==> src/rtl/khdr_pkg.sv <==
// Shared types, constants and hash functions of the key hash destination router.
package khdr_pkg;

  typedef enum logic [1:0] {
    MODE_RR   = 2'd0,
    MODE_DJB2 = 2'd1,
    MODE_XOR  = 2'd2,
    MODE_OAAT = 2'd3
  } placement_mode_t;

  localparam logic [31:0] SEED_DJB2 = 32'd5381;
  localparam logic [31:0] SEED_XOR  = 32'h5555_5555;
  localparam logic [31:0] SEED_ZERO = 32'h0000_0000;
  localparam logic [4:0]  CORE_MAX  = 5'd31;

  typedef struct packed {
    logic            cmd;
    placement_mode_t mode;
    logic [31:0]     hash;
  } hash_item_t;

  typedef struct packed {
    logic [7:0]  dest_x;
    logic [7:0]  dest_y;
    logic [4:0]  dest_core;
    logic        routed;
    logic [31:0] key_hash;
  } dest_t;

  function automatic logic [31:0] seed_of(placement_mode_t mode);
    case (mode)
      MODE_DJB2: return SEED_DJB2;
      MODE_XOR:  return SEED_XOR;
      default:   return SEED_ZERO;
    endcase
  endfunction

  function automatic logic [31:0] absorb(placement_mode_t mode, logic [31:0] h,
                                         logic [7:0] b);
    logic [31:0] t;
    t = h;
    case (mode)
      MODE_DJB2: t = (h << 5) + h + {24'd0, b};
      MODE_XOR:  t = (h ^ {24'd0, b}) << 5;
      MODE_OAAT: begin
        t = h + {24'd0, b};
        t = t + (t << 10);
        t = t ^ (t >> 6);
      end
      default:   t = h;
    endcase
    return t;
  endfunction

  function automatic logic [31:0] finish(placement_mode_t mode, logic [31:0] h);
    logic [31:0] t;
    t = h;
    if (mode == MODE_OAAT) begin
      t = t + (t << 3);
      t = t ^ (t >> 11);
      t = t + (t << 15);
    end
    return t;
  endfunction

  // Remainder of a byte by a constant divisor d of 1 to 256, with m = 65536 / d + 1.
  function automatic logic [7:0] rem8(logic [7:0] v, logic [8:0] d, logic [16:0] m);
    logic [24:0] p;
    logic [7:0]  q;
    logic [16:0] qd;
    logic [16:0] r;
    p  = {17'd0, v} * {8'd0, m};
    q  = p[23:16];
    qd = {9'd0, q} * {8'd0, d};
    r  = {9'd0, v} - qd;
    return r[7:0];
  endfunction

endpackage

==> src/rtl/khdr_req_if.sv <==
// Request channel: one key byte per transaction.
interface khdr_req_if;
  logic       valid;
  logic       ready;
  logic       cmd;
  logic [7:0] key_byte;
  logic       last_byte;

  modport source (output valid, cmd, key_byte, last_byte, input ready);
  modport sink   (input valid, cmd, key_byte, last_byte, output ready);
endinterface

==> src/rtl/khdr_dest_if.sv <==
// Destination channel: one routing result per transaction.
interface khdr_dest_if;
  logic        valid;
  logic        ready;
  logic [7:0]  dest_x;
  logic [7:0]  dest_y;
  logic [4:0]  dest_core;
  logic        routed;
  logic [31:0] key_hash;

  modport source (output valid, dest_x, dest_y, dest_core, routed, key_hash, input ready);
  modport sink   (input valid, dest_x, dest_y, dest_core, routed, key_hash, output ready);
endinterface

==> src/rtl/khdr_hash.sv <==
// Running hash accumulator and the stage that holds a finished key.
module khdr_hash (
  input  logic                     clk,
  input  logic                     rst,
  input  khdr_pkg::placement_mode_t mode,
  input  logic                     mode_load,
  input  khdr_pkg::placement_mode_t new_mode,
  input  logic                     accept,
  input  logic                     cmd,
  input  logic [7:0]               key_byte,
  input  logic                     last_byte,
  input  logic                     item_take,
  output logic                     item_valid,
  output khdr_pkg::hash_item_t     item
);
  import khdr_pkg::*;

  logic [31:0] acc;
  logic [31:0] acc_next;

  assign acc_next = absorb(mode, acc, key_byte);

  always_ff @(posedge clk) begin
    if (rst) begin
      acc <= seed_of(MODE_DJB2);
    end else if (mode_load) begin
      acc <= seed_of(new_mode);
    end else if (accept) begin
      acc <= last_byte ? seed_of(mode) : acc_next;
    end
  end

  always_ff @(posedge clk) begin
    if (rst) begin
      item_valid <= 1'b0;
    end else if (accept && last_byte) begin
      item_valid <= 1'b1;
    end else if (item_take) begin
      item_valid <= 1'b0;
    end
  end

  always_ff @(posedge clk) begin
    if (accept && last_byte) begin
      item.cmd  <= cmd;
      item.mode <= mode;
      item.hash <= acc_next;
    end
  end

endmodule

==> src/rtl/khdr_place.sv <==
// Placement: hash split into column, row and core, round-robin counters, result register.
module khdr_place #(
  parameter int GRID_COLS       = 2,
  parameter int GRID_ROWS       = 2,
  parameter int LEAF_COUNT      = 16,
  parameter int FIRST_LEAF_CORE = 2
) (
  input  logic                 clk,
  input  logic                 rst,
  input  logic                 item_valid,
  input  khdr_pkg::hash_item_t item,
  output logic                 item_take,
  output logic                 out_valid,
  input  logic                 out_ready,
  output khdr_pkg::dest_t      out
);
  import khdr_pkg::*;

  localparam int         COL_D     = (GRID_COLS < 1) ? 1 : GRID_COLS;
  localparam int         ROW_D     = (GRID_ROWS < 1) ? 1 : GRID_ROWS;
  localparam int         LEAF_D    = (LEAF_COUNT < 1) ? 1 : LEAF_COUNT;
  localparam logic [8:0] COL_DIV   = 9'(COL_D);
  localparam logic [8:0] ROW_DIV   = 9'(ROW_D);
  localparam logic [8:0] LEAF_DIV  = 9'(LEAF_D);
  localparam logic [16:0] COL_RCP  = 17'(65536 / COL_D + 1);
  localparam logic [16:0] ROW_RCP  = 17'(65536 / ROW_D + 1);
  localparam logic [16:0] LEAF_RCP = 17'(65536 / LEAF_D + 1);
  localparam logic [8:0] FIRST_W   = 9'(FIRST_LEAF_CORE);
  localparam logic [4:0] FIRST_C   = 5'(FIRST_LEAF_CORE);
  localparam logic [4:0] RR_CORE0  = 5'(FIRST_LEAF_CORE - 1);
  localparam logic [5:0] LEAF_TOP  = 6'((FIRST_LEAF_CORE + LEAF_COUNT - 1 > 31) ?
                                        31 : FIRST_LEAF_CORE + LEAF_COUNT - 1);

  logic [7:0]  rr_column;
  logic [7:0]  rr_row;
  logic [4:0]  rr_core;
  logic [7:0]  rr_column_next;
  logic [7:0]  rr_row_next;
  logic [4:0]  rr_core_next;
  logic [5:0]  core_inc;
  logic [8:0]  col_inc;
  logic [8:0]  row_inc;
  logic        core_wrap;
  logic        col_wrap;
  logic        row_wrap;
  logic [31:0] h;
  logic [7:0]  leaf_rem;
  logic [8:0]  core_sum;
  logic        rr_put;
  dest_t       result;

  assign item_take = item_valid && (!out_valid || out_ready);
  assign rr_put    = (item.mode == MODE_RR) && !item.cmd;

  always_comb begin
    core_inc  = {1'b0, rr_core} + 6'd1;
    col_inc   = {1'b0, rr_column} + 9'd1;
    row_inc   = {1'b0, rr_row} + 9'd1;
    core_wrap = core_inc > LEAF_TOP;
    col_wrap  = col_inc >= COL_DIV;
    row_wrap  = row_inc >= ROW_DIV;
    rr_core_next   = core_wrap ? FIRST_C : core_inc[4:0];
    rr_column_next = rr_column;
    rr_row_next    = rr_row;
    if (core_wrap) begin
      rr_column_next = col_wrap ? 8'd0 : col_inc[7:0];
      if (col_wrap) begin
        rr_row_next = row_wrap ? 8'd0 : row_inc[7:0];
      end
    end
  end

  always_comb begin
    h        = finish(item.mode, item.hash);
    leaf_rem = rem8(h[7:0], LEAF_DIV, LEAF_RCP);
    core_sum = {1'b0, leaf_rem} + FIRST_W;
    result   = '0;
    if (item.mode != MODE_RR) begin
      result.dest_x    = rem8(h[23:16], COL_DIV, COL_RCP);
      result.dest_y    = rem8(h[15:8], ROW_DIV, ROW_RCP);
      result.dest_core = (core_sum > {4'd0, CORE_MAX}) ? CORE_MAX : core_sum[4:0];
      result.routed    = 1'b1;
      result.key_hash  = h;
    end else if (!item.cmd) begin
      result.dest_x    = rr_column_next;
      result.dest_y    = rr_row_next;
      result.dest_core = rr_core_next;
      result.routed    = 1'b1;
    end
  end

  always_ff @(posedge clk) begin
    if (rst) begin
      rr_column <= 8'd0;
      rr_row    <= 8'd0;
      rr_core   <= RR_CORE0;
    end else if (item_take && rr_put) begin
      rr_column <= rr_column_next;
      rr_row    <= rr_row_next;
      rr_core   <= rr_core_next;
    end
  end

  always_ff @(posedge clk) begin
    if (rst) begin
      out_valid <= 1'b0;
    end else if (item_take) begin
      out_valid <= 1'b1;
    end else if (out_ready) begin
      out_valid <= 1'b0;
    end
  end

  always_ff @(posedge clk) begin
    if (item_take) begin
      out <= result;
    end
  end

endmodule

==> src/rtl/key_hash_destination_router.sv <==
// Key hash destination router: top level.
// Takes one key byte per cycle on req and keeps a running 32-bit hash (djb2, xor-shift-5 or
// one-at-a-time, set by placement_mode; mode 0 places puts round robin and answers pulls as
// unrouted). Only a byte marked last_byte yields a result on dest, after it passes the hash stage
// register and then the result register. A new byte is taken every cycle, and req stalls only
// when both the hash stage and the result register hold items that dest has not taken.
// Write placement_mode only while no key is in flight; a write drops any partly hashed key.
module key_hash_destination_router #(
  parameter int GRID_COLS       = 2,
  parameter int GRID_ROWS       = 2,
  parameter int LEAF_COUNT      = 16,
  parameter int FIRST_LEAF_CORE = 2
) (
  input  logic              clk,
  input  logic              rst,
  input  logic              cfg_we,
  input  logic [1:0]        cfg_data,
  khdr_req_if.sink          req,
  khdr_dest_if.source       dest
);
  import khdr_pkg::*;

  localparam logic [4:0] CORE_LO = 5'(FIRST_LEAF_CORE);
  localparam logic [5:0] CORE_HI = 6'((FIRST_LEAF_CORE + LEAF_COUNT - 1 > 31) ?
                                      31 : FIRST_LEAF_CORE + LEAF_COUNT - 1);

  placement_mode_t mode;
  logic            accept;
  logic            item_valid;
  logic            item_take;
  hash_item_t      item;
  dest_t           result;

  always_ff @(posedge clk) begin
    if (rst) begin
      mode <= MODE_DJB2;
    end else if (cfg_we) begin
      mode <= placement_mode_t'(cfg_data);
    end
  end

  assign req.ready = !item_valid || item_take;
  assign accept    = req.valid && req.ready;

  khdr_hash u_hash (
    .clk        (clk),
    .rst        (rst),
    .mode       (mode),
    .mode_load  (cfg_we),
    .new_mode   (placement_mode_t'(cfg_data)),
    .accept     (accept),
    .cmd        (req.cmd),
    .key_byte   (req.key_byte),
    .last_byte  (req.last_byte),
    .item_take  (item_take),
    .item_valid (item_valid),
    .item       (item)
  );

  khdr_place #(
    .GRID_COLS       (GRID_COLS),
    .GRID_ROWS       (GRID_ROWS),
    .LEAF_COUNT      (LEAF_COUNT),
    .FIRST_LEAF_CORE (FIRST_LEAF_CORE)
  ) u_place (
    .clk        (clk),
    .rst        (rst),
    .item_valid (item_valid),
    .item       (item),
    .item_take  (item_take),
    .out_valid  (dest.valid),
    .out_ready  (dest.ready),
    .out        (result)
  );

  assign dest.dest_x    = result.dest_x;
  assign dest.dest_y    = result.dest_y;
  assign dest.dest_core = result.dest_core;
  assign dest.routed    = result.routed;
  assign dest.key_hash  = result.key_hash;

  a_unrouted_zero: assert property (@(posedge clk) disable iff (rst)
    dest.valid && !dest.routed |->
      dest.dest_x == 8'd0 && dest.dest_y == 8'd0 && dest.dest_core == 5'd0 &&
      dest.key_hash == 32'd0)
    else $error("unrouted transaction carries a destination");

  a_unrouted_rr: assert property (@(posedge clk) disable iff (rst)
    dest.valid && !dest.routed |-> mode == MODE_RR)
    else $error("unrouted transaction outside round-robin mode");

  a_core_range: assert property (@(posedge clk) disable iff (rst)
    dest.valid && dest.routed |->
      dest.dest_core >= CORE_LO && {1'b0, dest.dest_core} <= CORE_HI)
    else $error("routed core outside leaf range");

endmodule
==> src/flat_wrapper.sv <==
// flat-port wrapper written by rule: the top's interface ports become plain ports
module key_hash_destination_router_flat import khdr_pkg::*;
#(
  parameter int GRID_COLS       = 2,
  parameter int GRID_ROWS       = 2,
  parameter int LEAF_COUNT      = 16,
  parameter int FIRST_LEAF_CORE = 2
)
  (clk, rst, cfg_we, cfg_data, req_valid, req_cmd, req_key_byte, req_last_byte, req_ready, dest_valid, dest_dest_x, dest_dest_y, dest_dest_core, dest_routed, dest_key_hash, dest_ready);
  khdr_req_if req_i ();
  khdr_dest_if dest_i ();
  input  logic clk;
  input  logic rst;
  input  logic cfg_we;
  input  logic [1:0] cfg_data;
  input wire logic [$bits(req_i.valid)-1:0] req_valid;
  input wire logic [$bits(req_i.cmd)-1:0] req_cmd;
  input wire logic [$bits(req_i.key_byte)-1:0] req_key_byte;
  input wire logic [$bits(req_i.last_byte)-1:0] req_last_byte;
  output wire logic [$bits(req_i.ready)-1:0] req_ready;
  output wire logic [$bits(dest_i.valid)-1:0] dest_valid;
  output wire logic [$bits(dest_i.dest_x)-1:0] dest_dest_x;
  output wire logic [$bits(dest_i.dest_y)-1:0] dest_dest_y;
  output wire logic [$bits(dest_i.dest_core)-1:0] dest_dest_core;
  output wire logic [$bits(dest_i.routed)-1:0] dest_routed;
  output wire logic [$bits(dest_i.key_hash)-1:0] dest_key_hash;
  input wire logic [$bits(dest_i.ready)-1:0] dest_ready;
  assign req_i.valid = req_valid;
  assign req_i.cmd = req_cmd;
  assign req_i.key_byte = req_key_byte;
  assign req_i.last_byte = req_last_byte;
  assign req_ready = req_i.ready;
  assign dest_valid = dest_i.valid;
  assign dest_dest_x = dest_i.dest_x;
  assign dest_dest_y = dest_i.dest_y;
  assign dest_dest_core = dest_i.dest_core;
  assign dest_routed = dest_i.routed;
  assign dest_key_hash = dest_i.key_hash;
  assign dest_i.ready = dest_ready;
  key_hash_destination_router #(.GRID_COLS(GRID_COLS), .GRID_ROWS(GRID_ROWS), .LEAF_COUNT(LEAF_COUNT), .FIRST_LEAF_CORE(FIRST_LEAF_CORE)) u_core (.clk(clk), .rst(rst), .cfg_we(cfg_we), .cfg_data(cfg_data), .req(req_i), .dest(dest_i));
endmodule
==> config.mk <==
export PLATFORM = sky130hd
export DESIGN_NAME = key_hash_destination_router_flat
export DESIGN_NICKNAME = d
export VERILOG_FILES = /design/src/rtl/khdr_pkg.sv /design/src/rtl/khdr_req_if.sv /design/src/rtl/khdr_dest_if.sv /design/src/rtl/khdr_hash.sv /design/src/rtl/khdr_place.sv /design/src/rtl/key_hash_destination_router.sv /design/src/flat_wrapper.sv
export SDC_FILE = /design/constraint.sdc
export NUM_CORES = 1
export LEC_CHECK = 0
export BUFFER_PORTS_ARGS = -buffer_cell sky130_fd_sc_hd__buf_2
export CAP_MARGIN = 20
export CORE_MARGIN = 5
export CORE_UTILIZATION = 55
export DETAILED_ROUTE_END_ITERATION = 8
export PLACE_DENSITY = 0.76
export SETUP_SLACK_MARGIN = 0.15
export SKIP_CTS_REPAIR_TIMING = 1
export SYNTH_ARGS = -nofsm -noshare
export SYNTH_HDL_FRONTEND = slang
export SYNTH_SLANG_ARGS = --single-unit
==> constraint.sdc <==
create_clock -name clk -period 5.7 [get_ports clk]
set_input_delay 1.14 -clock clk [delete_from_list [all_inputs] [get_ports clk]]
set_output_delay 1.14 -clock clk [all_outputs]
set_load 0.02 [all_outputs]
; After elaboration in Yosys (flattened, before gate mapping)
; Cells that the tools add are included.
[word_totals]
wordCells = 79
inputBits = 17
output_inout_bits = 56
reg_bits = 146
[classes]
multipliers = 3
n_reduce_logical = 15
magnitude_cmp = 4
muxes = 20
addsub = 13
n_eq_ne = 6
n_bitwise = 3
[op_table]
columns = cell, count
row1 = adder 32 bit, 4
row2 = two-way mux 32 bit, 4
row3 = one-hot mux 31 bit (2 select lines), 2
row4 = one-hot mux 32 bit (3 select lines), 1
row5 = adder 32 x 8 -> 32 bit, 2
row6 = multiplier 8 x 16 -> 23 bit (second input constant), 2
row7 = two-way mux 22 bit, 2
row8 = two-way mux 8 bit, 5
row9 = bitwise XOR 32 x 21 -> 32 bit, 1
row10 = bitwise XOR 32 x 26 -> 32 bit, 1
row11 = bitwise XOR 27 x 8 -> 27 bit, 1
row12 = subtractor 8 bit, 3
row13 = multiplier 8 x 13 -> 20 bit (second input constant), 1
row14 = adder 8 x 1 -> 9 bit (second input constant), 2
row15 = >= comparator 9 x 2 -> 1 bit (second input constant), 2
row16 = two-way mux 5 bit, 2
row17 = adder 8 x 2 -> 9 bit (second input constant), 1
row18 = > comparator 9 x 5 -> 1 bit (second input constant), 1
row19 = == test 2 bit (second input constant), 4
row20 = nonzero test 2 bit, 4
row21 = adder 5 x 1 -> 6 bit (second input constant), 1
row22 = > comparator 6 x 5 -> 1 bit (second input constant), 1
row23 = logical AND 1 bit, 5
row24 = == test 2 x 1 -> 1 bit (second input constant), 2
row25 = 4 further kinds, 10

; Longest topological paths before layout
; Gate-level depths: netlist of run 1.
[depth]
depth_word = 10
mapped_depth = 25
ltp_nobuf = 24

; By module
; Synthesis of run 1 repeated with hierarchy kept, for this count alone.
[unflattened]
hier_cells = 1570
area_unflattened_um2 = 13847.0
[modules_own_cells]
columns = mod, cells_each, seq_area_each_um2, n_inst, area_per_inst_um2
row1 = khdr_hash, 896, 1711.6, 1, 7751.2
row2 = khdr_place, 666, 2062.0, 1, 6014.5
row3 = key_hash_destination_router, 8, 40.0, 1, 81.3

; Least setup slack after synthesis of run 1
; Ideal clock, no wire load.
[synth_path]
path_kind = input-to-reg
from = in req_key_byte[0]
to = reg, netlist name u_core.u_hash.item[21]
path_stages = 23
n_path_buf = 0
setup_slack_ns = -0.417
arrival_time_ns = 5.850
path_cell_list = ha_1 -> inv_1 -> fa_1 -> nand3b_1 -> a21boi_1 -> o21ai_0 -> a21oi_1 -> o21ai_0 -> a21boi_1 -> nand4_1 -> nor3_1 -> nand2_1 -> xnor2_1 -> ha_1 -> nand4_1 -> nor2_1 -> o21ai_0 -> o31ai_2 -> a21oi_1 -> a21oi_2 -> xnor3_1 -> a221oi_2 -> a21oi_1
[synth_between]
elab_chain_len = 4
[synth_lines]
columns = element, line_no
row1 = start: declaration, flat_wrapper.sv:18  ; input wire logic [$bits(req_i.key_byte)-1:0] req_key_byte;
row2 = adder 32 x 8 -> 32 bit, khdr_pkg.sv:46  ; t = h + {24'd0, b};
row3 = adder 32 bit, khdr_pkg.sv:47  ; t = t + (t << 10);
row4 = bitwise XOR 32 x 26 -> 32 bit, khdr_pkg.sv:48  ; t = t ^ (t >> 6);
row5 = one-hot mux 32 bit (3 select lines) (*), khdr_pkg.sv:42  ; case (mode)
row6 = net u_core.u_hash.acc_next[21], khdr_hash.sv:19  ; logic [31:0] acc_next;
; The timed path passes the listed nets; every way through them passes the cells marked *.
; A chain may end at the register's enable or synchronous reset.

; Final worst setup path of run 1
[layout_path]
from = in req_key_byte[0]
to = reg u_core.u_hash.acc[22]
[layout_between]
elab_chain_len = 7
[layout_lines]
columns = element, line_no
row1 = adder 32 x 8 -> 32 bit, khdr_pkg.sv:46
row2 = adder 32 bit, khdr_pkg.sv:47
row3 = bitwise XOR 32 x 26 -> 32 bit, khdr_pkg.sv:48
row4 = one-hot mux 32 bit (3 select lines) (*), khdr_pkg.sv:42
row5 = net u_core.u_hash.acc_next[22], khdr_hash.sv:19
row6 = two-way mux 32 bit (*), khdr_hash.sv:29  ; acc <= last_byte ? seed_of(mode) : acc_next;
row7 = two-way mux 32 bit (*), khdr_hash.sv:28  ; end else if (accept) begin
row8 = two-way mux 32 bit (*), khdr_hash.sv:26  ; end else if (mode_load) begin
row9 = end signal: assignment, khdr_hash.sv:25  ; acc <= seed_of(MODE_DJB2);
row10 = end signal: assignment, khdr_hash.sv:27  ; acc <= seed_of(new_mode);
row11 = end signal: assignment, khdr_hash.sv:29
row12 = end: declaration, khdr_hash.sv:18  ; logic [31:0] acc;
; The timed path passes the listed nets; every way through them passes the cells marked *. The select of a mux whose other input is x is not followed.

==> impl_metrics.py, run 1 <==
metrics = {
    "outcome": {
        "status": "finished, final reports clean",
    },
    "synthesis": {
        "syn_avg_cell_area_sq_um": 8.70,
        "synth_fp_nets": 1758,
        "syn_inst": 1592,
        "synthDistinctLibCells": 106,
        "ys_ff_latch": 146,
        "ys_top_cells_by_area": "edfxtp_1, ha_1, dfxtp_1, xnor2_1, a21oi_1",
        "syn-cell-area_sq_um": 13800,
        "synth_top_area_share_pct": 19.3,
        "ys.flop_type": "edfxtp_1",
        "synth_edf_count": 89,
        "synth_area_leader_cell": "edfxtp_1",
        "ys_seq_area_share_pct": 27.5,
        "synthArstFlopShare_pct": 0,
        "yosysWarningCount": 0,
    },
    "route": {
        "drtPass1Iterations": 6,
        "vias": 13331,
        "detail_route.wl_per_cell_um": 21.1,
        "vias_per_cell": 6.37,
        "drt_iter0_markers": 1370,
        "wirelength_um": 44200,
        "remaining_drc_errors": 0,
        "antenna_left": 0,
    },
    "clock_tree": {
        "cts_tree": "done",
        "ctsHtreeMaxLevel": 4,
        "cts.path.max_buffers": 2,
        "cts_root_buf": "clkbuf_16",
        "path_clk_slew_ns": 0.07,
        "cts_made_buffers": 17,
        "cts_sinks": 146,
        "clock_latency_ns": 0.42,
    },
    "placement": {
        "placed_cell_area_sq_um": 15300,
        "gp_congestion": 1.00,
        "dp_hpwl_um": 34300,
        "port-buffer-count": 72,
    },
    "setup_path": {
        "cp_max_fo": 4,
        "cp.required_ns": 6.02,
        "r2r_end": "u_core.u_place.out[30]",
        "timing.rr.start": "u_core.u_hash.item[0]",
        "regToRegSetupSlack_ns": 0.34,
        "start_kind": "primary input",
        "ff2ff_path_depth": 21,
        "crit_type": "in -> reg",
        "endpoint_kind": "register",
        "arrival_ns": 5.72,
    },
    "final_layout": {
        "drive_gt1_share_pct": 18.3,
        "layout.cells.most_common": "ha_1",
        "final_util_pct": 65.3,
        "finalInstanceArea_sq_um": 16300,
        "finalNetCount": 1917,
        "antennaDiodeCount": 0,
        "layout_common_cells": "ha_1, nand2_1, buf_4",
        "area_growth_pct": 17.8,
    },
    "die": {
        "chipWidth_um": 169,
        "die-area_sq_um": 28400,
        "start_util_pct": 55.5,
        "fp.coreArea_sq_um": 25000,
        "die_y_um": 169,
        "ios": 73,
        "row_count": 58,
    },
    "timing": {
        "fin_skew_ns": 0.00882,
        "finalHoldViolCount": 0,
        "relSlewSlack_pct": 27.1,
        "finalSetupViolCount": 0,
        "min_period_ns": 5.40,
        "timing.setup.tns_ns": 0,
        "slew_violations": 0,
        "fin_crit_sh_pct": 94.7,
        "max_freq_mhz": 185,
        "rsz0062_at_grt": "true",
        "tightest_slew_ns": 1.09,
    },
    "hold_path": {
        "hold_end": "u_core.u_place.rr_row[5]",
        "holdPathStages": 1,
        "min-delay-start": "u_core.u_place.rr_row[5]",
        "hp-class": "reg -> reg",
    },
    "power": {
        "p_sw_share_pct": 40.2,
        "clkPwrFrac_pct": 23.1,
        "peakVddDrop_uv": 264,
        "power_leakage_uw": 0.00710,
        "p_total_uw": 5240,
        "power.density_nw_per_um2": 321,
        "p_comb_share_pct": 52.3,
        "power.switching_uw": 2110,
        "internal_power_uw": 3130,
        "p_seq_share_pct": 24.6,
    },
    "run": {
        "maxCapViolCount": 0,
    },
    "global_routing": {
        "grt_pass1_wl_um": 68300,
        "grt_max_degree": 57,
        "grt_use_total_pct": 30.1,
        "grt-ovfl-total": 0,
        "grt_pass1_vias": 12496,
        "antenna_found_initial": 1,
    },
}
synth_stat cells (15+ instances only):
library cell,instances
a21o_1,35
a21oi_1,122
nand4_1,18
xnor2_1,90
nand2_1,127
clkbuf_1,48
nor2b_1,15
o21a_1,17
a22oi_1,15
o21ai_0,99
a31oi_1,19
nor3_1,37
a211oi_1,21
nand3_1,26
ha_1,138
edfxtp_1,89
dfxtp_1,57
and2_1,39
mux2i_1,25
inv_1,89
xor2_1,53
nor2_1,121
stage by stage:
stage               setup WS [ns]  std cells  hold slack, ns
CTS                      0.000874       2080           0.490
detailed placement         -0.198       2048           0.472
floorplan                   0.168       1592           0.444
global placement          -0.0868       2048           0.462
global route               0.0975       2094           0.508
finish                      0.303       2094           0.489
logic make-up (layout without fill, tap and decap cells):
logic type                 after synthesis  count (layout)  synth area share [%]
AOI/OAI and AO/OA                      507             507                  25.6
xor gates and xnor gates               150             150                  10.1
adders and majority gates              149             149                  14.1
buffers and inverters                  148             320                  4.26
DFF                                    146             146                  27.5
muxes                                   25              25                  1.81
and+or+nand+nor                        467             467                  16.6
layout make-up:
| class | count | area, sq um |
|---|---|---|
| Clock buffer | 17 | 425 |
| Inverter | 90 | 338 |
| Fill cell | 2064 | 8660 |
| Tap cell | 330 | 413 |
| Timing Repair Buffer | 198 | 1310 |
| Multi-Input combinational cell | 1298 | 9790 |
| Sequential cell | 146 | 3810 |
| Clock inverter | 15 | 214 |
worst max-delay path by stage:
stage                                       from  cells past startpoint                      to
final                            req_key_byte[0]                     25   u_core.u_hash.acc[22]
after global routing      u_core.u_hash.item[12]                     22  u_core.u_place.out[31]
after CTS                  u_core.u_hash.item[0]                     21  u_core.u_place.out[30]
after detailed placement         req_key_byte[0]                     25   u_core.u_hash.acc[26]
after global placement           req_key_byte[0]                     25  u_core.u_hash.item[24]
after floorplan                  req_key_byte[0]                     23  u_core.u_hash.item[21]
power groups by stage:
stage / Sequential, uW / Combinational (uW) / Clock, uW
detailed placement: 1310 / 2570 / 0
global route: 1290 / 2970 / 1260
global placement: 1310 / 2520 / 0
finish: 1290 / 2740 / 1210
CTS: 1290 / 2590 / 1220
floorplan: 1310 / 1830 / 0
flip-flops by register name, summed over array words and instances, names as in the netlist:
signal,cells
u_core.u_place.out_valid,1
u_core.u_place.rr_row,8
u_core.mode,2
u_core.u_place.rr_core,5
u_core.u_place.out,54
u_core.u_place.rr_column,8
u_core.u_hash.item,35
u_core.u_hash.acc,32
u_core.u_hash.item_valid,1
critical path, stage by stage:
cell,delay (ns)
buf_6,0.08
ha_4,0.12
inv_1,0.05
fa_2,0.33
nand3b_1,0.20
a21boi_2,0.20
o21ai_2,0.08
a21oi_2,0.18
o21ai_2,0.09
a21boi_2,0.17
nand4_1,0.24
buf_4,0.23
nor3_4,0.14
xor2_2,0.11
ha_2,0.21
a21o_1,0.17
a21o_1,0.19
a2111oi_4,0.42
o31ai_2,0.13
and2_1,0.22
a211oi_2,0.26
o211ai_2,0.12
nand4b_1,0.11
or3b_4,0.38
o21a_1,0.18
per-layer routing:
layer	global-route usage [%]	vias up	share of wire, %
met2	50.0	660	46
met1	38.8	6293	40
li1	-	6233	-
met3	3.85	143	7.9
met4	14.6	2	5.5
met5	0	-	0.016
Note: power is estimated with default switching activity, not from simulation.
==> inputs of run 2 (changes only) <==
Settings changed: MAX_ROUTING_LAYER from default to met4.
==> impl_metrics.py, run 2 (synthesized netlist as in run 1, its figures left out) <==
metrics = {
    "timing": {
        "slew_violations": 0,
        "finalHoldViolCount": 0,
        "fin_skew_ns": 0.0119,
        "relSlewSlack_pct": 29.6,
        "rsz0062_at_grt": "true",
        "fin_crit_sh_pct": 94.7,
        "tightest_slew_ns": 1.05,
        "min_period_ns": 5.40,
        "fin_ws_ns": 0.301,
        "finalSetupViolCount": 0,
        "max_freq_mhz": 185,
    },
    "power": {
        "peakVddDrop_uv": 226,
        "internal_power_uw": 3050,
        "p_total_uw": 5180,
        "power_leakage_uw": 0.00701,
        "clkPwrFrac_pct": 21.7,
        "p_comb_share_pct": 53.2,
        "power.density_nw_per_um2": 321,
        "p_seq_share_pct": 25.1,
        "power.switching_uw": 2130,
        "p_sw_share_pct": 41.1,
    },
    "global_routing": {
        "grt-ovfl-total": 0,
        "grt_pass1_vias": 12428,
        "grt_pass1_wl_um": 68800,
        "grt_max_degree": 53,
        "antenna_found_initial": 1,
        "grt_use_total_pct": 31.3,
    },
    "setup_path": {
        "regToRegSetupSlack_ns": 0.30,
        "start_kind": "primary input",
        "endpoint_kind": "register",
        "crit_type": "in -> reg",
        "cp.required_ns": 6.03,
        "cp_max_fo": 4,
        "arrival_ns": 5.73,
    },
    "placement": {
        "gp_congestion": 1.01,
        "port-buffer-count": 72,
        "place_ws_ns": -0.341,
        "dp_hpwl_um": 34700,
        "dp.cells": 2047,
    },
    "route": {
        "vias_per_cell": 6.34,
        "detail_route.wl_per_cell_um": 21.4,
        "vias": 13261,
        "remaining_drc_errors": 0,
        "drt_iter0_markers": 1330,
        "antenna_left": 0,
        "drtPass1Iterations": 8,
        "wirelength_um": 44700,
    },
    "clock_tree": {
        "cts_sinks": 146,
        "cts_made_buffers": 17,
        "ctsHtreeMaxLevel": 4,
        "clock_latency_ns": 0.43,
        "cts_root_buf": "clkbuf_16",
        "cts.path.max_buffers": 2,
        "path_clk_slew_ns": 0.07,
        "cts_tree": "done",
    },
    "die": {
        "chipWidth_um": 169,
        "die-area_sq_um": 28400,
        "start_util_pct": 55.5,
        "ios": 73,
        "die_y_um": 169,
        "fp.coreArea_sq_um": 25000,
        "row_count": 58,
    },
    "outcome": {
        "status": "finished, final reports clean",
    },
    "final_layout": {
        "largest_reg_flops": 54,
        "drive_gt1_share_pct": 18.2,
        "layout.cells.most_common": "ha_1",
        "finalNetCount": 1912,
        "top_regs": "u_core.u_place.out x54, u_core.u_hash.item x35, u_core.u_hash.acc x32",
        "area_growth_pct": 16.8,
        "final_util_pct": 64.8,
        "regMostFlops": "u_core.u_place.out",
        "stdcell_count": 2091,
        "layout_common_cells": "ha_1, nand2_1, buf_4",
        "fillers": 2084,
    },
    "hold_path": {
        "hp-class": "reg -> reg",
    },
    "run": {
        "maxCapViolCount": 0,
    },
}
run 2: metal layers:
layer  global-route usage (%)  part of all wire, %  routed length [um]  vias up
li1                         -                    -                   -     6216
met1                     40.2                   41               18200     6265
met2                     50.6                   47               20900      658
met3                     3.36                  8.0                3560      122
met4                     13.5                  4.5                2010        0
met5                        -                    0                   0        -
run 2: cell type report:
cell class                      count  area (sq um)  area share (%)
Timing Repair Buffer              193          1270            7.87
Sequential cell                   146          3810            23.6
Antenna cell                        2          5.00          0.0310
Tap cell                          330           413            2.55
Multi-Input combinational cell   1298          9730            60.2
Clock inverter                     15           166            1.03
Clock buffer                       17           425            2.63
Inverter                           90           338            2.09
run 2: worst paths after layout:
path	from	endpoint	cells past startpoint
max	req_key_byte[0]	u_core.u_hash.acc[22]	25
min	u_core.u_place.rr_row[5]	u_core.u_place.rr_row[5]	1
max reg2reg	u_core.u_hash.item[10]	u_core.u_place.out[31]	24
min reg2reg	u_core.u_place.rr_row[5]	u_core.u_place.rr_row[5]	1
run 2: per-stage QoR:
| stage | cell area, sq um | hold WS, ns | setup TNS [ns] |
|---|---|---|---|
| 2_1_floorplan | 13900 | 0.444 | 0 |
| 3_3_place_gp | 15300 | 0.461 | -1.04 |
| 3_5_place_dp | 15300 | 0.468 | -5.18 |
| 4_1_cts | 15900 | 0.486 | 0 |
| 5_1_grt | 16200 | 0.502 | 0 |
| 6_report | 16200 | 0.481 | 0 |
run 2: worst max-delay path: stages:
cell	delay (ns)
buf_2	0.08
ha_2	0.17
inv_1	0.05
fa_2	0.33
nand3b_1	0.20
a21boi_2	0.19
o21ai_2	0.09
a21oi_2	0.19
o21ai_2	0.09
a21boi_2	0.18
nand4_1	0.14
buf_6	0.20
nor3_2	0.17
xor2_1	0.12
ha_2	0.23
a21o_1	0.17
a21o_1	0.19
a2111oi_4	0.46
o31ai_2	0.16
buf_4	0.17
nor3_1	0.13
a211o_1	0.20
a211oi_1	0.08
or3b_4	0.41
o21a_1	0.19
run 2: power groups by stage:
stage / Sequential, uW / Combinational (uW) / Clock, uW
2_1_floorplan: 1310 / 1830 / 0
3_3_place_gp: 1310 / 2530 / 0
3_5_place_dp: 1320 / 2570 / 0
4_1_cts: 1290 / 2600 / 1130
5_1_grt: 1300 / 2990 / 1180
6_report: 1300 / 2760 / 1130
==> inputs of run 3 (changes only) <==
Settings changed: ABC_AREA from default to 1, RECOVER_POWER from default to 100.
==> impl_metrics.py, run 3 <==
metrics = {
    "setup_path": {
        "cp.depth": 32,
        "cp_max_fo": 6,
        "crit_path_frequent_cell": "inv_2",
        "critPathSlowestCell": "fa_1",
        "startpoint": "req_key_byte[0]",
        "timing.rr.start": "u_core.u_hash.item[3]",
        "start_kind": "primary input",
        "max_stage_delay_ns": 0.41,
        "ff2ff_path_depth": 26,
        "critical_path_buf_inv_count": 9,
        "crit_type": "in -> reg",
        "endpoint_kind": "register",
        "critPathTopFamily": "simple AND/OR/NAND/NOR gates",
        "regToRegSetupSlack_ns": 0.52,
        "setup.worst_path.end": "u_core.u_hash.acc[27]",
        "r2r_end": "u_core.u_place.out[27]",
        "cp.required_ns": 5.93,
        "arrival_ns": 5.63,
    },
    "synthesis": {
        "synthSimpleGateAreaFrac_pct": 25.6,
        "synth_edf_count": 89,
        "synthArstFlopShare_pct": 0,
        "synth_area_leader_cell": "edfxtp_1",
        "synthMostInstantiatedCell": "nand2_1",
        "synth_compound_area_share_pct": 17.7,
        "ys_ff_latch": 146,
        "synth_top_area_share_pct": 19.6,
        "ys_seq_area_share_pct": 27.9,
        "syn_avg_cell_area_sq_um": 7.32,
        "synth_fp_nets": 2032,
        "yosys.area_share.adder_pct": 14.3,
        "yosysWarningCount": 0,
        "ys_top_cells_by_area": "edfxtp_1, ha_1, nand2_1, dfxtp_1, a21oi_1",
        "synthDistinctLibCells": 67,
        "synth_mux_area_share_pct": 0,
        "ys.flop_type": "edfxtp_1",
        "synth_xor_area_share_pct": 6.66,
        "syn-cell-area_sq_um": 13700,
        "synth_top_family_by_area": "simple AND/OR/NAND/NOR gates",
        "yosys-top-cells-count": "nand2_1, inv_1, a21oi_1, ha_1, nor2_1",
        "syn_inst": 1866,
    },
    "placement": {
        "dp_hpwl_um": 34700,
        "place_ws_ns": 0.00713,
        "dp.cells": 2251,
        "gp_congestion": 0.991,
        "port-buffer-count": 72,
    },
    "timing": {
        "timing.setup.tns_ns": 0,
        "relSlewSlack_pct": -27.7,
        "slew_violations": 127,
        "max_freq_mhz": 185,
        "fin_crit_sh_pct": 94.6,
        "fin_ws_ns": 0.305,
        "tightest_slew_ns": 1.91,
        "fin_skew_ns": 0.0139,
        "finalSetupViolCount": 0,
        "min_period_ns": 5.39,
        "rsz0062_at_grt": "true",
        "finalHoldViolCount": 0,
    },
    "global_routing": {
        "grt_max_degree": 55,
        "grt_use_total_pct": 30.7,
        "grt-ovfl-total": 0,
        "grt_pass1_vias": 12609,
        "antenna_found_initial": 0,
        "grt_pass1_wl_um": 67000,
    },
    "hold_path": {
        "holdPathStages": 2,
        "hp-class": "reg -> reg",
    },
    "final_layout": {
        "layout_common_cells": "nand2_1, inv_1, a21oi_1",
        "area_growth_pct": 9.44,
        "antennaDiodeCount": 0,
        "finalNetCount": 2114,
        "top_regs": "u_core.u_place.out x54, u_core.u_hash.item x35, u_core.u_hash.acc x32",
        "drive_gt1_share_pct": 7.65,
        "stdcell_count": 2285,
        "largest_reg_flops": 54,
        "fillers": 2291,
        "layout.cells.most_common": "nand2_1",
        "final_util_pct": 61.3,
        "regMostFlops": "u_core.u_place.out",
    },
    "route": {
        "drtPass1Iterations": 8,
        "remaining_drc_errors": 0,
        "detail_route.wl_per_cell_um": 18.9,
        "wirelength_um": 43100,
        "drt_iter0_markers": 1147,
        "vias_per_cell": 5.80,
        "antenna_left": 0,
        "vias": 13262,
    },
    "clock_tree": {
        "ctsHtreeMaxLevel": 4,
        "path_clk_slew_ns": 0.07,
        "cts.path.max_buffers": 2,
        "clock_latency_ns": 0.44,
        "cts_root_buf": "clkbuf_16",
        "cts_tree": "done",
        "cts_sinks": 146,
        "cts_made_buffers": 17,
    },
    "die": {
        "die-area_sq_um": 28100,
        "fp.coreArea_sq_um": 24400,
        "start_util_pct": 56.0,
        "chipWidth_um": 168,
        "die_y_um": 168,
        "row_count": 57,
        "ios": 73,
    },
    "outcome": {
        "violations": "capacitance limit, slew limit",
        "status": "finished with violations",
    },
    "power": {
        "power_leakage_uw": 0.00689,
        "power.density_nw_per_um2": 303,
        "p_total_uw": 4530,
        "peakVddDrop_uv": 231,
    },
    "run": {
        "maxCapViolCount": 3,
    },
}
==> run 3: cell count changes in the layout (fill, tap and decap cells not counted), moves of 25 or more <==
cell      delta
a21o_1      -30
a21oi_1     +68
and2_1      -37
buf_2       -58
buf_4       -93
clkbuf_1    +64
inv_1      +139
mux2i_1     -25
nand2_1    +268
nand3_1     +91
xnor2_1     -53
==> run 3: where the power goes <==
group	switching [uW]	internal [uW]	total [uW]
clock	497	660	1160
sequential	68.0	1210	1280
combinational	1360	730	2090
total	1930	2600	4530
==> run 3: worst min-delay path by stage <==
stage / from / to / slack [ns]
after CTS: u_core.u_place.rr_row[5] / u_core.u_place.rr_row[5] / 0.47
after global placement: u_core.u_place.rr_column[7] / u_core.u_place.rr_column[7] / 0.45
after detailed placement: u_core.u_place.rr_row[5] / u_core.u_place.rr_row[5] / 0.46
after global routing: u_core.u_place.rr_column[5] / u_core.u_place.rr_column[5] / 0.50
after floorplan: u_core.u_place.rr_column[7] / u_core.u_place.rr_column[7] / 0.44
final: u_core.u_place.rr_row[5] / u_core.u_place.rr_row[5] / 0.48
==> run 3: cell type report <==
cell class | instances | area [sq um] | share of cell area [%]
multi-input combinational | 1436 | 8690 | 58.1
sequential | 146 | 3810 | 25.5
inverter | 242 | 908 | 6.08
timing repair buffer | 105 | 513 | 3.43
clock buffer | 20 | 500 | 3.35
tap | 324 | 405 | 2.71
clock inverter | 12 | 123 | 0.820
==> run 3: stage by stage <==
step | hold WS [ns] | cell area (sq um)
after detailed placement | 0.462 | 14500
after floorplan | 0.440 | 13700
after global placement | 0.453 | 14500
after global routing | 0.502 | 15000
final | 0.477 | 15000
after CTS | 0.473 | 15100
==> run 3: layer usage <==
metal  vias to the layer above  global-route usage, %  routed length [um]
met3                       100                   3.32                2500
met5                         -                      -                   0
met1                      6176                   38.0               18300
met2                       478                   51.0               20400
li1                       6508                      -                   -
met4                         0                   13.4                1990
==> run 3: cells by family (layout without fill, tap and decap cells) <==
| kind of cell | Yosys count | in the layout |
|---|---|---|
| and+or+nand+nor | 774 | 774 |
| AOI/OAI and AO/OA | 410 | 410 |
| buffers and inverters | 284 | 379 |
| adders and majority gates | 149 | 149 |
| DFF | 146 | 146 |
| xor gates and xnor gates | 103 | 103 |
==> run 3: worst register-to-register path, delay by kind of cell (launching register included) <==
family,cells,cell delay [ns]
adders and majority gates,4,1.24
and+or+nand+nor,9,1.07
AOI/OAI and AO/OA,9,1.40
buffers and inverters,2,0.16
DFF,1,0.46
xor gates and xnor gates,2,0.69
